## src/rtl/u8sd_pkg.sv

```systemverilog
// ----------------------------------------------------------------------------
// u8sd_pkg
// Types and constants shared by the UTF-8 stream decoder modules.
// ----------------------------------------------------------------------------
package u8sd_pkg;

    localparam int CP_W    = 21;
    localparam int COUNT_W = 3;

    // Lead byte limits and special lead bytes
    localparam logic [7:0] LEAD_MIN   = 8'hC2;
    localparam logic [7:0] LEAD_MAX   = 8'hF4;
    localparam logic [7:0] LEAD_3BYTE = 8'hE0;
    localparam logic [7:0] LEAD_4BYTE = 8'hF0;
    localparam logic [7:0] LEAD_SURR  = 8'hED;
    localparam logic [7:0] LEAD_TOP   = 8'hF4;

    // Second byte thresholds
    localparam logic [7:0] SEC_E0_MIN  = 8'hA0;
    localparam logic [7:0] SEC_ED_MIN  = 8'hA0;
    localparam logic [7:0] SEC_F0_MIN  = 8'h90;
    localparam logic [7:0] SEC_F4_MAX  = 8'h8F;

    // Continuation byte tag, top two bits
    localparam logic [1:0] CONT_TAG = 2'b10;

    typedef enum logic [2:0] {
        ST_OK       = 3'd0,
        ST_BADLEAD  = 3'd1,
        ST_TRUNC    = 3'd2,
        ST_BADCONT  = 3'd3,
        ST_SURR     = 3'd4,
        ST_OVERLONG = 3'd5,
        ST_RANGE    = 3'd6
    } status_t;

    // Decoder state between bytes; all zero when idle
    typedef struct packed {
        logic [7:0]      lead;
        logic [1:0]      awaited;
        logic [CP_W-1:0] partial;
        status_t         held_fault;
    } dec_state_t;

    // One result, qualified by emit
    typedef struct packed {
        logic               emit;
        logic [CP_W-1:0]    code_point;
        logic [COUNT_W-1:0] byte_count;
        status_t            status;
    } dec_result_t;

    localparam dec_state_t STATE_IDLE = '{
        lead:       8'd0,
        awaited:    2'd0,
        partial:    '0,
        held_fault: ST_OK
    };

endpackage

```

## src/rtl/u8sd_step.sv

```systemverilog
// ----------------------------------------------------------------------------
// u8sd_step
// Next-state and result logic for one input byte of the UTF-8 decoder.
// ----------------------------------------------------------------------------
module u8sd_step
(
    input  u8sd_pkg::dec_state_t  cur,
    input  logic [7:0]            data_byte,
    input  logic                  end_of_buffer,
    output u8sd_pkg::dec_state_t  nxt,
    output u8sd_pkg::dec_result_t res
);
    import u8sd_pkg::*;

    logic [2:0]      seq_len;
    logic            is_second;
    status_t         fault;
    logic [CP_W-1:0] part;

    // Sequence length implied by the stored lead byte
    always_comb
    begin
        if (cur.lead < LEAD_3BYTE)
        begin
            seq_len = 3'd2;
        end
        else if (cur.lead < LEAD_4BYTE)
        begin
            seq_len = 3'd3;
        end
        else
        begin
            seq_len = 3'd4;
        end
    end

    assign is_second = (({1'b0, cur.awaited} + 3'd1) == seq_len);
    assign part      = {cur.partial[CP_W-7:0], data_byte[5:0]};

    // Overlong, surrogate and range faults seen on the second byte, held until the sequence ends
    always_comb
    begin
        fault = cur.held_fault;
        if (is_second)
        begin
            priority if (cur.lead == LEAD_3BYTE && data_byte < SEC_E0_MIN)
                fault = ST_OVERLONG;
            else if (cur.lead == LEAD_SURR && data_byte >= SEC_ED_MIN)
                fault = ST_SURR;
            else if (cur.lead == LEAD_4BYTE && data_byte < SEC_F0_MIN)
                fault = ST_OVERLONG;
            else if (cur.lead == LEAD_TOP && data_byte > SEC_F4_MAX)
                fault = ST_RANGE;
            else
                fault = cur.held_fault;
        end
    end

    always_comb
    begin
        nxt = cur;
        res = '{emit: 1'b0, code_point: '0, byte_count: '0, status: ST_OK};
        if (cur.awaited == 2'd0)
        begin
            if (!data_byte[7])
            begin
                res.emit       = 1'b1;
                res.code_point = {{(CP_W-8){1'b0}}, data_byte};
                res.byte_count = 3'd1;
            end
            else if (data_byte < LEAD_MIN || data_byte > LEAD_MAX)
            begin
                res.emit   = 1'b1;
                res.status = ST_BADLEAD;
            end
            else if (end_of_buffer)
            begin
                res.emit   = 1'b1;
                res.status = ST_TRUNC;
            end
            else
            begin
                nxt.lead       = data_byte;
                nxt.held_fault = ST_OK;
                if (data_byte < LEAD_3BYTE)
                begin
                    nxt.awaited = 2'd1;
                    nxt.partial = {{(CP_W-5){1'b0}}, data_byte[4:0]};
                end
                else if (data_byte < LEAD_4BYTE)
                begin
                    nxt.awaited = 2'd2;
                    nxt.partial = {{(CP_W-4){1'b0}}, data_byte[3:0]};
                end
                else
                begin
                    nxt.awaited = 2'd3;
                    nxt.partial = {{(CP_W-3){1'b0}}, data_byte[2:0]};
                end
            end
        end
        else if (end_of_buffer && cur.awaited > 2'd1)
        begin
            // truncation wins over the continuation check
            nxt        = STATE_IDLE;
            res.emit   = 1'b1;
            res.status = ST_TRUNC;
        end
        else if (data_byte[7:6] != CONT_TAG)
        begin
            nxt        = STATE_IDLE;
            res.emit   = 1'b1;
            res.status = ST_BADCONT;
        end
        else if (cur.awaited == 2'd1)
        begin
            nxt      = STATE_IDLE;
            res.emit = 1'b1;
            if (fault != ST_OK)
            begin
                res.status = fault;
            end
            else
            begin
                res.code_point = part;
                res.byte_count = seq_len;
            end
        end
        else
        begin
            nxt.awaited    = cur.awaited - 2'd1;
            nxt.partial    = part;
            nxt.held_fault = fault;
        end
    end

endmodule

```

## src/rtl/utf8_stream_decoder_core.sv

```systemverilog
// ----------------------------------------------------------------------------
// utf8_stream_decoder_core
// Validating UTF-8 decoder, one byte per request, one result per character.
//
// Usage:
//   Input channel (in_valid/in_ready) carries data_byte and end_of_buffer,
//   one byte of the stream per request. end_of_buffer marks the last byte of
//   a buffer; a sequence still open at that byte is reported as truncated.
//   Output channel (out_valid/out_ready) carries code_point, byte_count and
//   status for each completed or failed character. Bytes that only extend a
//   sequence produce no result.
//   Throughput: one byte per cycle, sustained while out_ready stays high.
//   Latency: a result is valid the cycle after the byte that caused it.
//   The decoder state and the result register update in the same cycle,
//   fed by one pass of the step logic.
//   Stall: the result register holds while out_ready is low; in_ready drops
//   only when that register is full and not being drained this cycle, so a
//   new byte enters in the same cycle the pending result leaves.
//   Reset: rst_n clears the decoder to idle (no sequence open) and empties
//   the result register.
// ----------------------------------------------------------------------------
module utf8_stream_decoder_core
(
    input  logic                          clk,
    input  logic                          rst_n,
    input  logic                          in_valid,
    output logic                          in_ready,
    input  logic [7:0]                    data_byte,
    input  logic                          end_of_buffer,
    output logic                          out_valid,
    input  logic                          out_ready,
    output logic [u8sd_pkg::CP_W-1:0]     code_point,
    output logic [u8sd_pkg::COUNT_W-1:0]  byte_count,
    output logic [2:0]                    status
);
    import u8sd_pkg::*;

    dec_state_t         state_reg;
    dec_state_t         state_next;
    dec_state_t         step_state;
    dec_result_t        step_res;

    logic               out_valid_reg;
    logic               out_valid_next;
    logic [CP_W-1:0]    cp_reg;
    logic [CP_W-1:0]    cp_next;
    logic [COUNT_W-1:0] count_reg;
    logic [COUNT_W-1:0] count_next;
    status_t            status_reg;
    status_t            status_next;

    logic               in_fire;

    // Accept while the result slot is empty or being drained
    assign in_ready = !out_valid_reg || out_ready;
    assign in_fire  = in_valid && in_ready;

    u8sd_step u_step
    (
        .cur           (state_reg),
        .data_byte     (data_byte),
        .end_of_buffer (end_of_buffer),
        .nxt           (step_state),
        .res           (step_res)
    );

    always_comb
    begin
        state_next     = state_reg;
        out_valid_next = out_valid_reg;
        cp_next        = cp_reg;
        count_next     = count_reg;
        status_next    = status_reg;
        if (out_valid_reg && out_ready)
        begin
            out_valid_next = 1'b0;
        end
        if (in_fire)
        begin
            state_next = step_state;
            if (step_res.emit)
            begin
                out_valid_next = 1'b1;
                cp_next        = step_res.code_point;
                count_next     = step_res.byte_count;
                status_next    = step_res.status;
            end
        end
    end

    // Control state
    always_ff @(posedge clk or negedge rst_n)
    begin
        if (!rst_n)
        begin
            state_reg     <= STATE_IDLE;
            out_valid_reg <= 1'b0;
        end
        else
        begin
            state_reg     <= state_next;
            out_valid_reg <= out_valid_next;
        end
    end

    // Result payload
    always_ff @(posedge clk)
    begin
        cp_reg     <= cp_next;
        count_reg  <= count_next;
        status_reg <= status_next;
    end

    assign out_valid  = out_valid_reg;
    assign code_point = cp_reg;
    assign byte_count = count_reg;
    assign status     = status_reg;

    // Error results carry no character
    a_err_zero: assert property (@(posedge clk) disable iff (!rst_n)
        (out_valid_reg && status_reg != ST_OK) |-> (cp_reg == '0 && count_reg == '0))
        else $error("error result with nonzero code point or count");

    // Good results are 1 to 4 bytes long
    a_ok_count: assert property (@(posedge clk) disable iff (!rst_n)
        (out_valid_reg && status_reg == ST_OK) |->
        (count_reg != 3'd0 && count_reg <= 3'd4))
        else $error("good result with bad byte count");

    // A held fault only exists inside an open sequence
    a_fault_open: assert property (@(posedge clk) disable iff (!rst_n)
        (state_reg.held_fault != ST_OK) |-> (state_reg.awaited != 2'd0))
        else $error("held fault while idle");

    // Idle state is fully cleared
    a_idle_clear: assert property (@(posedge clk) disable iff (!rst_n)
        (state_reg.awaited == 2'd0) |-> (state_reg.lead == 8'd0 && state_reg.partial == '0))
        else $error("idle state not cleared");

    // A stalled full result slot blocks new bytes
    a_stall: assert property (@(posedge clk) disable iff (!rst_n)
        (out_valid_reg && !out_ready) |-> !in_ready)
        else $error("byte accepted over a pending result");

endmodule
```

## config.mk

```make
export PLATFORM = sky130hd
export DESIGN_NAME = utf8_stream_decoder_core
export DESIGN_NICKNAME = d
export VERILOG_FILES = /design/src/rtl/u8sd_pkg.sv /design/src/rtl/u8sd_step.sv /design/src/rtl/utf8_stream_decoder_core.sv
export SDC_FILE = /design/constraint.sdc
export NUM_CORES = 1
export LEC_CHECK = 0
export BUFFER_PORTS_ARGS = -buffer_cell sky130_fd_sc_hd__buf_2
export CAP_MARGIN = 20
export CORE_MARGIN = 2
export CORE_UTILIZATION = 58
export CTS_CLUSTER_DIAMETER = 40
export DETAILED_ROUTE_END_ITERATION = 8
export PLACE_DENSITY = 0.79
export RECOVER_POWER = 100
export SLEW_MARGIN = 20
export SYNTH_ARGS = -nofsm -noshare
export SYNTH_HDL_FRONTEND = slang
export SYNTH_HIERARCHICAL = 1
export SYNTH_SLANG_ARGS = --single-unit
export TNS_END_PERCENT = 100
```

## constraint.sdc

```tcl
create_clock -name clk -period 4.6 [get_ports clk]
set_input_delay 0.69 -clock clk [delete_from_list [all_inputs] [get_ports clk]]
set_output_delay 0.69 -clock clk [all_outputs]
set_load 0.02 [all_outputs]
```

# Word-level counts from Yosys, hierarchy flattened
# Cells that the tools add are included.
dict set report word_totals {
  ff_bits 56
  input_bits 13
  out_inout_bits 29
  wordCells 84
}
dict set report op_classes {
  add_sub_neg 2
  n_lt_le_gt_ge 11
  eq_ne 10
  n_mux 37
  n_reduce_logical 16
}
# operator count
set ops {}
lappend ops {{$mux W34} 6}
lappend ops {{$mux W24} 3}
lappend ops {{$lt A8 B8 Y1 const B} 7}
lappend ops {{$mux W28} 2}
lappend ops {{$mux W3} 12}
lappend ops {{$eq A8 B8 Y1 const B} 4}
lappend ops {{$mux W26} 1}
lappend ops {{$mux W23} 1}
lappend ops {{$mux W22} 1}
lappend ops {{$gt A8 B8 Y1 const B} 2}
lappend ops {{$mux W10} 1}
lappend ops {{$ge A8 B8 Y1 const B} 1}
lappend ops {{$mux W1} 8}
lappend ops {{$mux W8} 1}
lappend ops {{$ne A2 B2 Y1 const B} 4}
lappend ops {{$logic_and A1 B1 Y1} 7}
lappend ops {{$reduce_and A5 Y1} 1}
lappend ops {{$reduce_and A4 Y1} 1}
lappend ops {{$reduce_bool A4 Y1} 1}
lappend ops {{$add A2 B1 Y3 const B} 1}
lappend ops {{$eq A3 B3 Y1} 1}
lappend ops {{$reduce_bool A3 Y1} 1}
lappend ops {{$eq A2 B1 Y1 const B} 1}
lappend ops {{$gt A2 B1 Y1 const B} 1}
lappend ops {{other kinds (6)} 7}

# Longest topological paths before layout
dict set report logic_depth {
  ltp_word 15
  ltp_mapped 9
  depth_no_buf 8
}

# By module
# Netlist, hierarchy kept.
# mod instances cells_per_inst area_each_um2 seq_area_each_um2
set modules_own_cells {}
lappend modules_own_cells {utf8_stream_decoder_core 1 104 2254.7 1686.6}
lappend modules_own_cells {u8sd_step 1 180 1367.6 0.0}

# Worst setup path before layout
# OpenSTA, ideal clock, no wires.
dict set report synth_timing {
  path_kind {input port to flip-flop}
  startpoint {input port data_byte[5]}
  endpoint {register count_reg[0], in the netlist byte_count[0] (enable)}
  setup_ps 414
  arrival_ps 3237
  required_time_ps 4186
  path_slack_ps 949
  cell_stages 8
  path_buffers 1
  path_cell_list {clkbuf_8 > or4_1 > o211ai_1 > nor3_2 > a21o_1 > inv_1 > nand2_1 > nor2b_1}
}
# item line
set synth_lines {}
lappend synth_lines {{start, declared} utf8_stream_decoder_core.sv:28} ;# input logic [7:0] data_byte,
lappend synth_lines {{end signal, assigned} utf8_stream_decoder_core.sv:110} ;# count_reg <= count_next;
lappend synth_lines {{end, declared} utf8_stream_decoder_core.sv:47} ;# logic [COUNT_W-1:0] count_reg;

==> impl_metrics.csv <==
group,metric,value,unit
timing,relSlewSlack,-0.06327,
die,die_w,79.77,um
min_path,hp-class,"flop to flop",
flow_run,cap_violations,1,
cells_and_area,final_common_cell,"clkbuf_1",
cells_and_area,most-common-layout-cells,"clkbuf_1, dfrtp_1, edfxtp_1",
timing,worst_pin_slew,1.595,ns
setup_path,path_class,"flop to flop",
setup_path,endpoint_kind,"flop",
clock_tree,cts_tree,"yes",
placed_design,place_hpwl,4.907,mm
synth,postSynthAreaPerCell,12.52,sq um
pwr,p_per_area,511.4,nW/um^2
global_routing,antenna_found_initial,0,
synth,synth_cells,266,
global_routing,grt_max_degree,30,
min_path,holdPathStages,1,
global_routing,grt_pass1_wl,11.27,mm
drt,dr.pass1.iters,5,
synth,synthesis.area,3329,sq um
placed_design,io_buffer_count,41,
timing,finalCritPeriodShare,0.7803,
global_routing,grtUsageTotal,0.2300,
pwr,switchingPower,0.6817,mW
clock_tree,cts_root_buf,"clkbuf_8",
die,core,5540,sq um
pwr,p_int,1.095,mW
clock_tree,clock_path_buffers,2,
die,start_util,0.6009,
clock_tree,htreeDepth,2,
clock_tree,clock_latency,0.31,ns
setup_path,startpoint_type,"flop",
timing,tns,0,ns
status,outcome,"finished with violations",
pwr,pwr-share-seq,0.434,
setup_path,cp.required,4.63,ns
cells_and_area,final_util,0.6271,
clock_tree,clk_pin_slew_worst_paths,0.11,ns
drt,drt_iter0_markers,210,
drt,vias_per_cell,6.147,
timing,rsz0062_at_grt,"no",
timing,final.min_clock_period,3.589,ns
placed_design,gp_congestion,0.9095,
drt,wl,7.085,mm
timing,finClkSkew,0.009462,ns
clock_tree,post-cts-setup-buffers,0,
cells_and_area,antenna_cells,0,
cells_and_area,area_growth,4.359,%
setup_path,arrival,3.62,ns
timing,finalSetupViolCount,0,
die,die_y,79.77,um
clock_tree,cts_resized,0,
pwr,comb_power_share,0.348,
synth,syn_nets,282,
global_routing,overflow,0,
drt,drc,0,
pwr,swShare,0.3837,
global_routing,grt_pass1_vias,2197,
cells_and_area,largest_reg_flops,28,
pwr,vdd_drop_max,263.7,uV
die,die-area,6362,sq um
timing,fmax,0.2786,GHz
die,row_count,27,
drt,vias,2299,
setup_path,worstRegToRegCells,8,
pwr,power.share.clock,0.217,
clock_tree,numClockSinks,56,
die,num_io_pins,42,
status,violations,"capacitance limit, slew limit",
timing,drv_slew,30,
clock_tree,cts_buffers,5,
pwr,p_leak,1.423,nW
drt,final_antenna_net_count,0,
drt,post_drt_wl_per_cell,18.94,um
clock_tree,postCtsHoldBufs,0,
synth,ys_warn_count,6,
cells_and_area,nets,317,
setup_path,cp_max_fo,20,
timing,hold_viol_final,0,
cells_and_area,drive_above_1_share,0.1589,
## power by group through the flow
stage | clock network (mW) | registers (mW) | logic, mW
after floorplan | 0 | 0.787 | 0.534
after global placement | 0 | 0.774 | 0.676
after detailed placement | 0 | 0.780 | 0.695
after CTS | 0.387 | 0.771 | 0.696
after global routing | 0.408 | 0.790 | 0.669
final | 0.386 | 0.772 | 0.619
## path summary, 6_finish.rpt
kind	from	endpoint	slack (ns)
max	state_reg[24]$_DFFE_PN0P_	byte_count[0]$_DFFE_PP_	1.01
min	state_reg[15]$_DFFE_PN0P_	state_reg[15]$_DFFE_PN0P_	0.54
max reg2reg	state_reg[24]$_DFFE_PN0P_	byte_count[0]$_DFFE_PP_	1.01
min reg2reg	state_reg[15]$_DFFE_PN0P_	state_reg[15]$_DFFE_PN0P_	0.54
max in group asynchronous	rst_n	state_reg[8]$_DFFE_PN0P_	2.91
min in group asynchronous	rst_n	state_reg[24]$_DFFE_PN0P_	0.76
## metrics by stage
step | worst slack [ns] | hold WS (ns) | instance area [sq um] | instances | power (mW)
finish | 1.011 | 0.5395 | 3475 | 374 | 1.777
global route | 0.7738 | 0.5616 | 3475 | 374 | 1.867
CTS | 1.577 | 0.4296 | 3661 | 374 | 1.854
detailed placement | 1.465 | 0.5171 | 3523 | 366 | 1.476
global placement | 1.156 | 0.5153 | 3518 | 366 | 1.450
floorplan | 0.9492 | 0.3944 | 3329 | 266 | 1.321
## layer usage
layer / track usage / share of wire / vias up
met3: 0.03054 / 0.051 / 11
met4: 0.05424 / 0.016 / 0
met1: 0.3316 / 0.46 / 1133
li1: - / - / 1072
met5: 0 / 0 / -
met2: 0.3731 / 0.47 / 83
## worst max-delay path, cell delays in order (launching register included)
cell and delay [ns]:
dfrtp_1 0.53, inv_1 0.16, ha_1 0.34, nor2b_1 0.14, mux2i_1 0.18, or2_0 0.43
a211oi_1 0.98, buf_4 0.41, o31ai_1 0.13
## cell type report
class / instances / area (sq um)
fillers: 494 / 2066
flip-flops and latches: 56 / 1536
multi-input cells: 186 / 1495
repair buffers: 44 / 185.2
well taps: 72 / 90.09
clock buffers: 5 / 68.82
clock inverters: 3 / 68.82
inverters: 8 / 30.03
No activity file was read; power rests on OpenSTA's default activity.
